<file path="src/rtl/hart_frame_encoder_defines.svh">
// Assertion macros used by the encoder back end, hfe_back.
// Each macro expects clk and rst_n in scope.
`ifndef HART_FRAME_ENCODER_DEFINES_SVH
`define HART_FRAME_ENCODER_DEFINES_SVH

`ifndef SYNTHESIS
`define HFE_ASSERT_NOW(lbl, ante, cons) \
  lbl: assert property (@(posedge clk) disable iff (!rst_n) (ante) |-> (cons)) \
    else $error("assertion failed");
`define HFE_ASSERT_NEXT(lbl, ante, cons) \
  lbl: assert property (@(posedge clk) disable iff (!rst_n) (ante) |=> (cons)) \
    else $error("assertion failed");
`else
`define HFE_ASSERT_NOW(lbl, ante, cons)
`define HFE_ASSERT_NEXT(lbl, ante, cons)
`endif

`endif

</file>
<file path="src/rtl/hfe_pkg.sv">
package hfe_pkg;

  localparam int PREAMBLE_LIMIT = 23;
  localparam int PRE_W          = $clog2(PREAMBLE_LIMIT + 1);
  localparam int BODY_MAX       = 10;
  localparam int IDX_W          = $clog2(BODY_MAX + 1);
  localparam int FIFO_DEPTH     = 2;
  localparam int FIFO_PW        = $clog2(FIFO_DEPTH);
  localparam int FIFO_CW        = $clog2(FIFO_DEPTH + 1);
  localparam int CFG_AW         = 3;
  localparam int CFG_DW         = 40;

  localparam logic [CFG_AW-1:0] REG_RESP_PRE  = 3'd0;
  localparam logic [CFG_AW-1:0] REG_REQ_PRE   = 3'd1;
  localparam logic [CFG_AW-1:0] REG_UNIQUE_ID = 3'd2;
  localparam logic [CFG_AW-1:0] REG_POLL_ADDR = 3'd3;
  localparam logic [CFG_AW-1:0] REG_STAT_PRI  = 3'd4;
  localparam logic [CFG_AW-1:0] REG_STAT_SEC  = 3'd5;

  localparam logic       MODE_HEADER  = 1'b0;
  localparam logic       MODE_PAYLOAD = 1'b1;
  localparam logic [1:0] FT_RESPONSE  = 2'd1;
  localparam logic [1:0] FT_BURST     = 2'd2;

  localparam logic [7:0] DELIM_REQUEST  = 8'h02;
  localparam logic [7:0] DELIM_RESPONSE = 8'h06;
  localparam logic [7:0] DELIM_BURST    = 8'h01;
  localparam logic [7:0] LONG_FLAG      = 8'h80;
  localparam logic [7:0] MASTER_FLAG    = 8'h80;
  localparam logic [7:0] BURST_FLAG     = 8'h40;
  localparam logic [7:0] ADDR_MASK      = 8'h3f;
  localparam logic [7:0] COLD_START_BIT = 8'h10;
  localparam logic [7:0] PREAMBLE_BYTE  = 8'hff;
  localparam logic [7:0] CMD_GLOBAL_A   = 8'd11;
  localparam logic [7:0] CMD_GLOBAL_B   = 8'd21;

  typedef struct packed {
    logic                     restart;
    logic                     close;
    logic [PRE_W-1:0]         pre;
    logic [IDX_W-1:0]         len;
    logic [BODY_MAX-1:0][7:0] body;
  } hfe_entry_t;

endpackage

</file>
<file path="src/rtl/hfe_in_if.sv">
interface hfe_in_if;
  logic       valid;
  logic       ready;
  logic       mode;
  logic [1:0] frame_type;
  logic       long_addr;
  logic       primary_master;
  logic [7:0] command;
  logic [7:0] response_code;
  logic [7:0] data_len;
  logic [7:0] payload_byte;

  modport source (
    output valid, mode, frame_type, long_addr, primary_master, command,
           response_code, data_len, payload_byte,
    input  ready
  );
  modport sink (
    input  valid, mode, frame_type, long_addr, primary_master, command,
           response_code, data_len, payload_byte,
    output ready
  );
endinterface

</file>
<file path="src/rtl/hfe_out_if.sv">
interface hfe_out_if;
  logic       valid;
  logic       ready;
  logic [7:0] out_byte;
  logic       frame_end;
  logic       item_last;

  modport source (output valid, out_byte, frame_end, item_last, input ready);
  modport sink (input valid, out_byte, frame_end, item_last, output ready);
endinterface

</file>
<file path="src/rtl/hfe_front.sv">
module hfe_front (
  input  logic                      clk,
  input  logic                      rst_n,
  hfe_in_if.sink                    in_if,
  input  logic                      cfg_we,
  input  logic [hfe_pkg::CFG_AW-1:0] cfg_addr,
  input  logic [hfe_pkg::CFG_DW-1:0] cfg_wdata,
  input  logic                      q_full,
  output logic                      q_push,
  output hfe_pkg::hfe_entry_t       q_entry
);
  import hfe_pkg::*;

  logic [7:0]  resp_pre_r;
  logic [7:0]  req_pre_r;
  logic [39:0] uid_r;
  logic [5:0]  poll_r;
  logic [7:0]  stat_p_r;
  logic [7:0]  stat_s_r;

  logic [7:0] rem_r, rem_nxt;
  logic       open_r, open_nxt;
  logic       cs_p_r, cs_p_nxt;
  logic       cs_s_r, cs_s_nxt;

  logic        accept;
  logic        resp, burst, rb, global_cmd;
  logic [7:0]  pre_sel, delim, flags, cnt, stat;
  logic [39:0] addr_id;
  logic [PRE_W-1:0] pre_sat;

  assign in_if.ready = !q_full;
  assign accept      = in_if.valid && !q_full;

  always_ff @(posedge clk) begin
    if (!rst_n) begin
      resp_pre_r <= 8'd5;
      req_pre_r  <= 8'd5;
      uid_r      <= '0;
      poll_r     <= '0;
      stat_p_r   <= '0;
      stat_s_r   <= '0;
    end else if (cfg_we) begin
      case (cfg_addr)
        REG_RESP_PRE:  resp_pre_r <= cfg_wdata[7:0];
        REG_REQ_PRE:   req_pre_r  <= cfg_wdata[7:0];
        REG_UNIQUE_ID: uid_r      <= cfg_wdata[39:0];
        REG_POLL_ADDR: poll_r     <= cfg_wdata[5:0];
        REG_STAT_PRI:  stat_p_r   <= cfg_wdata[7:0];
        REG_STAT_SEC:  stat_s_r   <= cfg_wdata[7:0];
        default: ;
      endcase
    end
  end

  always_comb begin
    resp       = (in_if.frame_type == FT_RESPONSE);
    burst      = (in_if.frame_type == FT_BURST);
    rb         = resp || burst;
    global_cmd = (in_if.command == CMD_GLOBAL_A) || (in_if.command == CMD_GLOBAL_B);
    pre_sel    = rb ? resp_pre_r : req_pre_r;
    pre_sat    = (pre_sel > 8'(PREAMBLE_LIMIT)) ? PRE_W'(PREAMBLE_LIMIT)
                                                  : pre_sel[PRE_W-1:0];
    delim      = resp ? DELIM_RESPONSE : (burst ? DELIM_BURST : DELIM_REQUEST);
    flags      = (in_if.primary_master ? MASTER_FLAG : 8'h00) |
                 (burst ? BURST_FLAG : 8'h00);
    cnt        = rb ? in_if.data_len + 8'd2 : in_if.data_len;
    if (in_if.primary_master) begin
      stat = (stat_p_r & ~COLD_START_BIT) | (cs_p_r ? COLD_START_BIT : 8'h00);
    end else begin
      stat = (stat_s_r & ~COLD_START_BIT) | (cs_s_r ? COLD_START_BIT : 8'h00);
    end
    addr_id = global_cmd ? 40'd0 : uid_r;

    q_entry  = '0;
    q_push   = 1'b0;
    rem_nxt  = rem_r;
    open_nxt = open_r;
    cs_p_nxt = cs_p_r;
    cs_s_nxt = cs_s_r;

    if (in_if.mode == MODE_PAYLOAD) begin
      q_entry.body[0] = in_if.payload_byte;
      q_entry.len     = IDX_W'(1);
      q_entry.close   = (rem_r == 8'd1);
      if (accept && open_r) begin
        q_push  = 1'b1;
        rem_nxt = rem_r - 8'd1;
        if (rem_r == 8'd1) begin
          open_nxt = 1'b0;
        end
      end
    end else begin
      q_entry.restart = 1'b1;
      q_entry.close   = (in_if.data_len == 8'd0);
      q_entry.pre     = pre_sat;
      if (in_if.long_addr) begin
        q_entry.body[0] = delim | LONG_FLAG;
        q_entry.body[1] = (addr_id[39:32] & ADDR_MASK) | flags;
        q_entry.body[2] = addr_id[31:24];
        q_entry.body[3] = addr_id[23:16];
        q_entry.body[4] = addr_id[15:8];
        q_entry.body[5] = addr_id[7:0];
        q_entry.body[6] = in_if.command;
        q_entry.body[7] = cnt;
        q_entry.body[8] = in_if.response_code;
        q_entry.body[9] = stat;
        q_entry.len     = rb ? IDX_W'(10) : IDX_W'(8);
      end else begin
        q_entry.body[0] = delim;
        q_entry.body[1] = ({2'b00, poll_r} & ADDR_MASK) | flags;
        q_entry.body[2] = in_if.command;
        q_entry.body[3] = cnt;
        q_entry.body[4] = in_if.response_code;
        q_entry.body[5] = stat;
        q_entry.len     = rb ? IDX_W'(6) : IDX_W'(4);
      end
      if (accept) begin
        q_push   = 1'b1;
        rem_nxt  = in_if.data_len;
        open_nxt = (in_if.data_len != 8'd0);
        if (resp && in_if.primary_master) begin
          cs_p_nxt = 1'b0;
        end
        if (resp && !in_if.primary_master) begin
          cs_s_nxt = 1'b0;
        end
      end
    end
  end

  always_ff @(posedge clk) begin
    if (!rst_n) begin
      rem_r  <= '0;
      open_r <= 1'b0;
      cs_p_r <= 1'b1;
      cs_s_r <= 1'b1;
    end else begin
      rem_r  <= rem_nxt;
      open_r <= open_nxt;
      cs_p_r <= cs_p_nxt;
      cs_s_r <= cs_s_nxt;
    end
  end
endmodule

</file>
<file path="src/rtl/hfe_fifo.sv">
module hfe_fifo (
  input  logic                clk,
  input  logic                rst_n,
  input  logic                push,
  input  hfe_pkg::hfe_entry_t push_entry,
  input  logic                pop,
  output logic                full,
  output logic                head_valid,
  output hfe_pkg::hfe_entry_t head
);
  import hfe_pkg::*;

  hfe_entry_t         mem_r [FIFO_DEPTH];
  logic [FIFO_PW-1:0] wr_ptr_r, wr_ptr_nxt;
  logic [FIFO_PW-1:0] rd_ptr_r, rd_ptr_nxt;
  logic [FIFO_CW-1:0] cnt_r, cnt_nxt;
  logic               do_push, do_pop;

  assign full       = (cnt_r == FIFO_CW'(FIFO_DEPTH));
  assign head_valid = (cnt_r != '0);
  assign head       = mem_r[rd_ptr_r];
  assign do_push    = push && !full;
  assign do_pop     = pop && head_valid;

  always_comb begin
    wr_ptr_nxt = wr_ptr_r;
    rd_ptr_nxt = rd_ptr_r;
    cnt_nxt    = cnt_r;
    if (do_push) begin
      wr_ptr_nxt = (wr_ptr_r == FIFO_PW'(FIFO_DEPTH - 1)) ? '0 : wr_ptr_r + 1'b1;
    end
    if (do_pop) begin
      rd_ptr_nxt = (rd_ptr_r == FIFO_PW'(FIFO_DEPTH - 1)) ? '0 : rd_ptr_r + 1'b1;
    end
    if (do_push && !do_pop) begin
      cnt_nxt = cnt_r + 1'b1;
    end else if (do_pop && !do_push) begin
      cnt_nxt = cnt_r - 1'b1;
    end
  end

  always_ff @(posedge clk) begin
    if (do_push) begin
      mem_r[wr_ptr_r] <= push_entry;
    end
  end

  always_ff @(posedge clk) begin
    if (!rst_n) begin
      wr_ptr_r <= '0;
      rd_ptr_r <= '0;
      cnt_r    <= '0;
    end else begin
      wr_ptr_r <= wr_ptr_nxt;
      rd_ptr_r <= rd_ptr_nxt;
      cnt_r    <= cnt_nxt;
    end
  end
endmodule

</file>
<file path="src/rtl/hfe_back.sv">
`include "hart_frame_encoder_defines.svh"

module hfe_back (
  input  logic                clk,
  input  logic                rst_n,
  input  logic                head_valid,
  input  hfe_pkg::hfe_entry_t head,
  output logic                pop,
  hfe_out_if.source           out_if
);
  import hfe_pkg::*;

  logic [PRE_W-1:0] pcnt_r, pcnt_nxt;
  logic [IDX_W-1:0] idx_r, idx_nxt;
  logic [7:0]       chk_r, chk_nxt;
  logic             out_valid_r, out_valid_nxt;
  logic [7:0]       out_byte_r, out_byte_nxt;
  logic             frame_end_r, frame_end_nxt;
  logic             item_last_r, item_last_nxt;

  logic       advance, pre_phase, body_phase, last;
  logic [7:0] body_byte, chk_base;

  assign out_if.valid     = out_valid_r;
  assign out_if.out_byte  = out_byte_r;
  assign out_if.frame_end = frame_end_r;
  assign out_if.item_last = item_last_r;

  always_comb begin
    advance    = head_valid && (!out_valid_r || out_if.ready);
    pre_phase  = (pcnt_r < head.pre);
    body_phase = !pre_phase && (idx_r < head.len);
    body_byte  = head.body[idx_r];
    chk_base   = (head.restart && idx_r == '0) ? 8'h00 : chk_r;
    if (body_phase) begin
      last = (idx_r == head.len - 1'b1) && !head.close;
    end else begin
      last = !pre_phase;
    end
    pop = advance && last;

    pcnt_nxt      = pcnt_r;
    idx_nxt       = idx_r;
    chk_nxt       = chk_r;
    out_byte_nxt  = out_byte_r;
    frame_end_nxt = frame_end_r;
    item_last_nxt = item_last_r;
    out_valid_nxt = out_if.ready ? 1'b0 : out_valid_r;

    if (advance) begin
      out_valid_nxt = 1'b1;
      item_last_nxt = last;
      frame_end_nxt = !pre_phase && !body_phase;
      if (pre_phase) begin
        out_byte_nxt = PREAMBLE_BYTE;
        pcnt_nxt     = pcnt_r + 1'b1;
      end else if (body_phase) begin
        out_byte_nxt = body_byte;
        chk_nxt      = chk_base ^ body_byte;
        idx_nxt      = idx_r + 1'b1;
      end else begin
        out_byte_nxt = chk_r;
      end
      if (last) begin
        pcnt_nxt = '0;
        idx_nxt  = '0;
      end
    end
  end

  always_ff @(posedge clk) begin
    out_byte_r  <= out_byte_nxt;
    frame_end_r <= frame_end_nxt;
    item_last_r <= item_last_nxt;
  end

  always_ff @(posedge clk) begin
    if (!rst_n) begin
      pcnt_r      <= '0;
      idx_r       <= '0;
      chk_r       <= '0;
      out_valid_r <= 1'b0;
    end else begin
      pcnt_r      <= pcnt_nxt;
      idx_r       <= idx_nxt;
      chk_r       <= chk_nxt;
      out_valid_r <= out_valid_nxt;
    end
  end

  `HFE_ASSERT_NOW(a_idle_counters, !head_valid, pcnt_r == '0 && idx_r == '0)
  `HFE_ASSERT_NOW(a_pre_bound, head_valid, pcnt_r <= head.pre)
  `HFE_ASSERT_NOW(a_idx_bound, head_valid, idx_r <= head.len)
  `HFE_ASSERT_NOW(a_end_is_last, out_valid_r && frame_end_r, item_last_r)
  `HFE_ASSERT_NEXT(a_pop_resets, pop, pcnt_r == '0 && idx_r == '0)
endmodule

</file>
<file path="src/rtl/hart_frame_encoder.sv">
// Channel  Direction  Transaction
// in_if    sink       header item (frame fields) or one payload byte
// out_if   source     one frame octet with frame_end and item_last
// cfg_*    write      register index and data, one register per cycle
//
// A transaction is taken every cycle while the two-entry queue has room.
// The emitter sends one octet per cycle while out_if is ready: a payload byte is one octet,
// plus the checksum after the last one; a header takes preambles plus 4 to 10 octets, plus
// the checksum when no payload follows, and the queue fills behind it meanwhile.
// Reset is synchronous and active low; there is no clearing pass after reset.
// A stall on out_if holds the output register and backs up into the queue, and
// into in_if once the queue is full.
module hart_frame_encoder (
  input  logic                       clk,
  input  logic                       rst_n,
  hfe_in_if.sink                     in_if,
  hfe_out_if.source                  out_if,
  input  logic                       cfg_we,
  input  logic [hfe_pkg::CFG_AW-1:0] cfg_addr,
  input  logic [hfe_pkg::CFG_DW-1:0] cfg_wdata
);
  import hfe_pkg::*;

  logic       q_full, q_push, q_pop, q_head_valid;
  hfe_entry_t q_entry, q_head;

  hfe_front u_front (
    .clk      (clk),
    .rst_n    (rst_n),
    .in_if    (in_if),
    .cfg_we   (cfg_we),
    .cfg_addr (cfg_addr),
    .cfg_wdata(cfg_wdata),
    .q_full   (q_full),
    .q_push   (q_push),
    .q_entry  (q_entry)
  );

  hfe_fifo u_fifo (
    .clk       (clk),
    .rst_n     (rst_n),
    .push      (q_push),
    .push_entry(q_entry),
    .pop       (q_pop),
    .full      (q_full),
    .head_valid(q_head_valid),
    .head      (q_head)
  );

  hfe_back u_back (
    .clk       (clk),
    .rst_n     (rst_n),
    .head_valid(q_head_valid),
    .head      (q_head),
    .pop       (q_pop),
    .out_if    (out_if)
  );
endmodule
</file>
<file path="src/flat_wrapper.sv">
// flat-port wrapper written by rule: the top's interface ports become plain ports
module hart_frame_encoder_flat import hfe_pkg::*;
  (clk, rst_n, cfg_we, cfg_addr, cfg_wdata, in_if_valid, in_if_mode, in_if_frame_type, in_if_long_addr, in_if_primary_master, in_if_command, in_if_response_code, in_if_data_len, in_if_payload_byte, in_if_ready, out_if_valid, out_if_out_byte, out_if_frame_end, out_if_item_last, out_if_ready);
  hfe_in_if in_if_i ();
  hfe_out_if out_if_i ();
  input  logic clk;
  input  logic rst_n;
  input  logic cfg_we;
  input  logic [hfe_pkg::CFG_AW-1:0] cfg_addr;
  input  logic [hfe_pkg::CFG_DW-1:0] cfg_wdata;
  input wire logic [$bits(in_if_i.valid)-1:0] in_if_valid;
  input wire logic [$bits(in_if_i.mode)-1:0] in_if_mode;
  input wire logic [$bits(in_if_i.frame_type)-1:0] in_if_frame_type;
  input wire logic [$bits(in_if_i.long_addr)-1:0] in_if_long_addr;
  input wire logic [$bits(in_if_i.primary_master)-1:0] in_if_primary_master;
  input wire logic [$bits(in_if_i.command)-1:0] in_if_command;
  input wire logic [$bits(in_if_i.response_code)-1:0] in_if_response_code;
  input wire logic [$bits(in_if_i.data_len)-1:0] in_if_data_len;
  input wire logic [$bits(in_if_i.payload_byte)-1:0] in_if_payload_byte;
  output wire logic [$bits(in_if_i.ready)-1:0] in_if_ready;
  output wire logic [$bits(out_if_i.valid)-1:0] out_if_valid;
  output wire logic [$bits(out_if_i.out_byte)-1:0] out_if_out_byte;
  output wire logic [$bits(out_if_i.frame_end)-1:0] out_if_frame_end;
  output wire logic [$bits(out_if_i.item_last)-1:0] out_if_item_last;
  input wire logic [$bits(out_if_i.ready)-1:0] out_if_ready;
  assign in_if_i.valid = in_if_valid;
  assign in_if_i.mode = in_if_mode;
  assign in_if_i.frame_type = in_if_frame_type;
  assign in_if_i.long_addr = in_if_long_addr;
  assign in_if_i.primary_master = in_if_primary_master;
  assign in_if_i.command = in_if_command;
  assign in_if_i.response_code = in_if_response_code;
  assign in_if_i.data_len = in_if_data_len;
  assign in_if_i.payload_byte = in_if_payload_byte;
  assign in_if_ready = in_if_i.ready;
  assign out_if_valid = out_if_i.valid;
  assign out_if_out_byte = out_if_i.out_byte;
  assign out_if_frame_end = out_if_i.frame_end;
  assign out_if_item_last = out_if_i.item_last;
  assign out_if_i.ready = out_if_ready;
  hart_frame_encoder u_core (.clk(clk), .rst_n(rst_n), .in_if(in_if_i), .out_if(out_if_i), .cfg_we(cfg_we), .cfg_addr(cfg_addr), .cfg_wdata(cfg_wdata));
endmodule
</file>
<file path="config.mk">
export PLATFORM = sky130hd
export DESIGN_NAME = hart_frame_encoder_flat
export DESIGN_NICKNAME = d
export VERILOG_FILES = /design/src/rtl/hfe_pkg.sv /design/src/rtl/hfe_in_if.sv /design/src/rtl/hfe_out_if.sv /design/src/rtl/hfe_front.sv /design/src/rtl/hfe_fifo.sv /design/src/rtl/hfe_back.sv /design/src/rtl/hart_frame_encoder.sv /design/src/flat_wrapper.sv
export VERILOG_INCLUDE_DIRS = /design/src /design/src/rtl
export SDC_FILE = /design/constraint.sdc
export NUM_CORES = 1
export LEC_CHECK = 0
export BUFFER_PORTS_ARGS = -buffer_cell sky130_fd_sc_hd__buf_2
export CAP_MARGIN = 20
export CORE_UTILIZATION = 45
export DETAILED_ROUTE_END_ITERATION = 8
export PLACE_DENSITY = 0.59
export SYNTH_ARGS = -nofsm -noshare
export SYNTH_HDL_FRONTEND = slang
export SYNTH_SLANG_ARGS = --single-unit
</file>
<file path="constraint.sdc">
create_clock -name clk -period 13.2 [get_ports clk]
set_clock_uncertainty 0.15 [all_clocks]
set_input_delay 2.64 -clock clk [delete_from_list [all_inputs] [get_ports clk]]
set_output_delay 2.64 -clock clk [all_outputs]
set_load 0.1 [all_outputs]
</file>
# Word level (Yosys, flattened, before mapping)
# Memory sizes are Yosys's and may differ from the RTL's. A register that Yosys moved wholly into a read port is not among the register bits.
# Index checks and enable logic that the tools add are counted.
[classes]
magnitude_cmp = 4
mux = 52
n_reduce_logical = 48
bitwise_logic = 8
n_addsub = 9
eq_ne = 15
[op_table]
columns = ["cell", "n"]
rows = [
  ["$mux 8", 11],
  ["$mux 72", 1],
  ["$mux 48", 1],
  ["$mux 38", 1],
  ["$bmux 8 s4", 1],
  ["$mux 32", 1],
  ["$mux 5", 6],
  ["$mux 4", 5],
  ["$mux 1", 18],
  ["$or 6x8->8", 2],
  ["$or 8x5->8", 2],
  ["$reduce_and 2->1", 8],
  ["$reduce_and 3->1", 5],
  ["$logic_and 1x1->1", 14],
  ["$reduce_bool 2->1", 6],
  ["$mux 2", 5],
  ["$add 8x2->8 const B", 1],
  ["$eq 8x1->1 const B", 1],
  ["$eq 8x4->1 const B", 1],
  ["$eq 8x5->1 const B", 1],
  ["$gt 8x5->1 const B", 1],
  ["$logic_not 1->1", 8],
  ["$logic_not 8->1", 1],
  ["$or 8x7->8", 1],
  ["25 further kinds", 34],
]
[word_totals]
mem_count = 1
wordCells = 157
register_bits = 119
inputBits = 85
ram_bits = 182
output_inout_bits = 12
[memory_table]
columns = ["memory", "words", "word_bits", "read_ports", "rd_clocked_by_memory_dff", "wr", "line_no", "source"]
rows = [
  ["u_core.u_fifo.mem_r", 2, 91, 1, 1, 1, "hfe_fifo.sv:13", "hfe_entry_t mem_r [FIFO_DEPTH];"],
]

# Depth between registers and ports, before layout
[depth]
depth_word = 11
ltp_mapped = 18
mapped_depth_nobuf = 12

# By module
# From an unflattened synthesis, not the netlist that was laid out.
[hier_totals]
hier_cells = 1135
hier_area_um2 = 13583.0
[modules_own_cells]
columns = ["mod", "area_per_inst_um2", "cells_per_inst", "instances", "seq_area_each_um2"]
rows = [
  ["hfe_fifo", 6799.0, 308, 1, 5565.3],
  ["hfe_front", 4309.1, 545, 1, 1701.6],
  ["hfe_back", 2474.9, 282, 1, 660.6],
]

# Worst setup path before layout
# No wires, ideal clock.
[synth_path]
path_kind = "input to register"
start = "in in_if_mode"
end = "mem u_core.u_fifo.mem_r[0][0] in the netlist's numbering, enable pin"
stages = 3
setup_slack_ns = 5.707
path_buffers = 0
setup_time_ns = 0.542
required_ns = 12.508
arrival_time_ns = 6.802
path_cell_list = "clkinv_1 -> o211ai_2 -> nor2_1"
[synth_between]
elab_chain_cells = 4
[synth_rtl]
columns = ["item", "line_no", "source"]
rows = [
  ["start, declared", "flat_wrapper.sv:12", "input wire logic [$bits(in_if_i.mode)-1:0] in_if_mode;"],
  ["$mux 1", "hfe_front.sv:82", "if (in_if.mode == MODE_PAYLOAD) begin"],
  ["$logic_and 1x1->1", "hfe_fifo.sv:22", "assign do_push = push && !full;"],
  ["$mux 1", "hfe_fifo.sv:43", "if (do_push) begin"],
  ["$mux 1 (not written as such)", "hfe_fifo.sv:44", "mem_r[wr_ptr_r] <= push_entry;"],
  ["end, declared", "hfe_fifo.sv:13", ""],
]
# Every way passes these cells.

# Final worst setup path
[layout_path]
start = "in in_if_mode"
end = "mem u_core.u_fifo.mem_r[1][87] in the netlist's numbering, enable pin"
[layout_between]
elab_chain_cells = 4
[layout_rtl]
columns = ["item", "line_no", "source"]
rows = [
  ["$mux 1", "hfe_front.sv:82", ""],
  ["$logic_and 1x1->1", "hfe_fifo.sv:22", ""],
  ["named net u_core.u_fifo.do_push", "hfe_fifo.sv:17", "logic do_push, do_pop;"],
  ["$mux 1", "hfe_fifo.sv:43", ""],
  ["$mux 1 (not written as such)", "hfe_fifo.sv:44", ""],
]
# The timed path passes the listed nets, and every way through them passes these cells.

==> impl_summary.md <==
Drt
Dividing the detail-routed wire length by the instance count gives slightly below 20 um. Summed over all layers, the routed wires come to between 30,000 and 40,000 um. The violation count after the first detailed-route iteration is approximately 700.

In the routed design, unresolved DRC markers number 0. In the routed layout, each cell is associated on average with a via count of 5.482. Once detail routing completed, the nets flagged for antenna violations numbered 0. For this run, the detailed router's first-pass iteration total came to 5. For this block, the via count after detailed routing is ~8,600.

Placed design
The port buffer count is 94. The congestion estimate from routability-driven global placement came to approximately 0.78. The post-placement worst setup slack is roughly 6.8 ns. The half-perimeter wire length after placement is about 20,000 um.

Synthesis
The Yosys step of the flow raised 0 warnings. The sequential cell area fraction in the yosys report is 61.01%. The number of nets in the synthesized netlist is between 1,000 and 1,500.

The library cell with the largest summed area after synthesis is edfxtp_1. After synthesis, the share of flip-flops with an asynchronous set or reset is 0%. For this run, the leading register cell type out of synthesis is edfxtp_1. Synthesis instantiated slightly above 60 different standard cells from the library.

Synthesis inferred 300 register bits. The post-synthesis instance area is around 0.013 sq mm. Dividing the synthesized area by the synthesized cell count gives 12.01 sq um. The most instantiated library cell after synthesis is edfxtp_1. In this run, synthesis inferred approximately 190 flip-flops with an integrated enable. Counting instances in the post-synthesis netlist gives the leading cell types as 192 x edfxtp_1, 184 x nand2_1, 108 x dfxtp_1, 77 x a21oi_1, 69 x mux2i_1. The post-synthesis instance total is 1,082. After synthesis, the cell types taking the most area are edfxtp_1 44%, dfxtp_1 17%, mux2i_1 5.3%, nand2_1 5.3%, mux4_2 4.2%. Summed over its instances, the top area cell type makes up 44.37% of the synthesized netlist area.

STA
The final setup TNS is 0 ns. The number of slew-limit violations in the final report is 0. Headroom to the max-slew limit came out at approximately a quarter. The minimum clock period is between 5 and 6 ns. The fraction of the cycle the final worst path needs is 43.87%. The hold violation count in the final report is 0. The number of endpoints failing setup at the final stage is 0. Setup repair after global routing left no endpoint under its margin. On the final layout, the worst hold slack is between 0.3 and 0.4 ns. Once routing completed, OpenROAD measured the worst setup slack at 7.409 ns.

Static timing analysis puts the maximum clock frequency at approximately 170 MHz. At the pin with the least slew margin, the transition time is 1.131 ns.

Critical path
STA puts the critical path data required time at 13.16 ns. The worst setup path is captured at a flop. The arrival time of the worst setup path is 5.75 ns. The kind of start point of the critical path is an input pin. The type of the worst setup path is input pin to flop. The largest fanout of any net on the critical path is roughly 80.

Global routing
The first global-routing pass estimated roughly 47,000 um of wire. The initial antenna violation count is 0. The maximum number of pins on one net before global-route repair is 94. The number of global-route vias before repair is 8,259. The total congestion overflow is 0.

Global routing consumed, over all layers together, about a fifth of the routing resources.

Floorplanning
The overall die area is just under 0.03 sq mm. For this configuration, the core starts out at a cell density of a little under half. After floorplanning, the core was divided into ~60 placement rows.

The die is 171.9 um wide. The overall die height is 171.9 um. The core region is 0.02809 sq mm.

The number of top-level pins is 97.

CTS
The CTS tree is done. The quantity of gates resized following cts is 0. The clock-pin slew of the registers on the worst-case setup and hold paths is around 0.050 ns. The worst-case clock buffer depth is 3.

Clock tree synthesis inserted a total of 34 buffers. The number of setup buffers added after CTS is 0. After clock tree synthesis, the flow added hold-fix buffers numbering 0. The root buffer cell chosen for the clock tree is clkbuf_16.

The clock drives 300 sinks. CTS built an H-tree with a depth of 2. The clock latency on the worst-skew pair is ~0.50 ns.

Pwr
The total leakage power is around 5.3 nW. The power per standard cell area is between 150 and 200 mW/mm^2. VDD sags by at most between 0.00008 and 0.00009 V.

Layout
The layout overhead on the synthesized area is 14.63%. The proportion of layout cells with a drive suffix above 1 is approximately 18%. In the final design database the tool counted between 1,000 and 1,500 nets. The diode insertion count for antenna repair is 0.

Min path
The type of the worst min-delay path is flop to flop.

Flow run
Across the run, the number of max-cap violations was 0.

Outcome
The flow ran to the end, and the final reports show no timing, DRC or antenna violations.
==> path summary, 6_finish.rpt <==
kind,from,slack (ns),cells after the start,to
setup / recovery,in_if_mode,7.41,6,u_core.u_fifo.mem_r[1][87]
hold / removal,u_core.u_front.uid_r[31],0.30,2,u_core.u_front.uid_r[31]
setup reg to reg,flop,8.54,10,u_core.u_fifo.cnt_r[1]
hold reg to reg,u_core.u_front.uid_r[31],0.30,2,u_core.u_front.uid_r[31]
==> where the power goes <==
part,internal (W),switching [W]
registers,0.00105,0.0000185
logic,0.0000674,0.000142
clock network,0.000607,0.000361
total,0.00173,0.000522
==> worst max-delay path, stage by stage <==
cell and delay [ns]:
buf_2 0.49, clkinv_1 0.65, o211ai_2 0.63, clkinv_1 0.42
and2_4 0.37, buf_4 0.45
==> flip-flops by register name (all words and copies together) (netlist names), 2 cells and up, named ones only <==
| signal | count |
|---|---|
| u_core.u_front.stat_p_r | 7 |
| u_core.u_front.req_pre_r | 8 |
| u_core.u_fifo.cnt_r | 2 |
| u_core.u_front.uid_r | 38 |
| u_core.u_back.pcnt_r | 5 |
| u_core.u_back.idx_r | 4 |
| u_core.u_fifo.mem_r | 182 |
| u_core.u_back.chk_r | 8 |
| u_core.u_front.poll_r | 6 |
| u_core.u_front.stat_s_r | 7 |
| u_core.u_front.resp_pre_r | 8 |
| u_core.u_back.out_if.out_byte | 8 |
| u_core.u_front.rem_r | 8 |
==> layout by cell type, fill, tap and decap left out, drive strengths merged, types with 5 or more instances in the layout <==
master	instances
edfxtp	192
nand2	184
dfxtp	108
buf	103
a21oi	77
mux2i	69
nor2	62
clkbuf	44
o21ai	38
and2	29
mux4	24
a22o	23
ha	19
nor2b	18
inv	16
clkinv	14
nand3	13
o211ai	12
mux2	11
a211oi	11
a21o	9
or3	8
xor2	8
o2111ai	8
a22oi	7
o311a	7
o31ai	7
nand4	6
xnor2	6
nor3	6
or2	5
nor4	5
==> metrics by stage <==
step / power (W) / cells / cell area (sq um) / util, %
floorplan: 0.001236 / 1082 / 13000 / -
global placement: 0.001301 / 1499 / 13720 / 48.86
detailed placement: 0.001304 / 1499 / 13720 / 48.86
CTS: 0.002271 / 1560 / 14900 / 53.03
global route: 0.002334 / 1560 / 14900 / 53.03
finish: 0.002251 / 1560 / 14900 / 53.03
==> kinds of logic (layout without fill, tap and decap cells) <==
family | Yosys count | in the layout | synth area share, %
and+or+nand+nor | 351 | 351 | 12.23
DFF | 300 | 300 | 61.01
AOI/OAI and AO/OA | 212 | 212 | 10.70
muxes | 104 | 104 | 10.43
buffers and inverters | 82 | 182 | 2.869
adders and majority gates | 19 | 19 | 1.829
xor gates and xnor gates | 14 | 14 | 0.9436
==> cell type report <==
type,instances,area (sq um)
Fill cell,2546,13190
Sequential cell,300,7933
Multi-Input combinational cell,700,4711
Clock buffer,44,992.2
Timing Repair Buffer,103,538.0
Tap cell,378,473.0
Clock inverter,17,181.4
Inverter,18,67.56
==> per-layer routing <==
layer | GRT usage (%) | vias up | part of all wire, %
li1 | - | 4125 | -
met1 | 29.32 | 4193 | 46
met2 | 34.80 | 190 | 47
met3 | 3.365 | 44 | 4.9
met4 | 5.887 | 0 | 1.9
met5 | 0 | - | 0
Note: power is estimated with default switching activity, not from simulation.
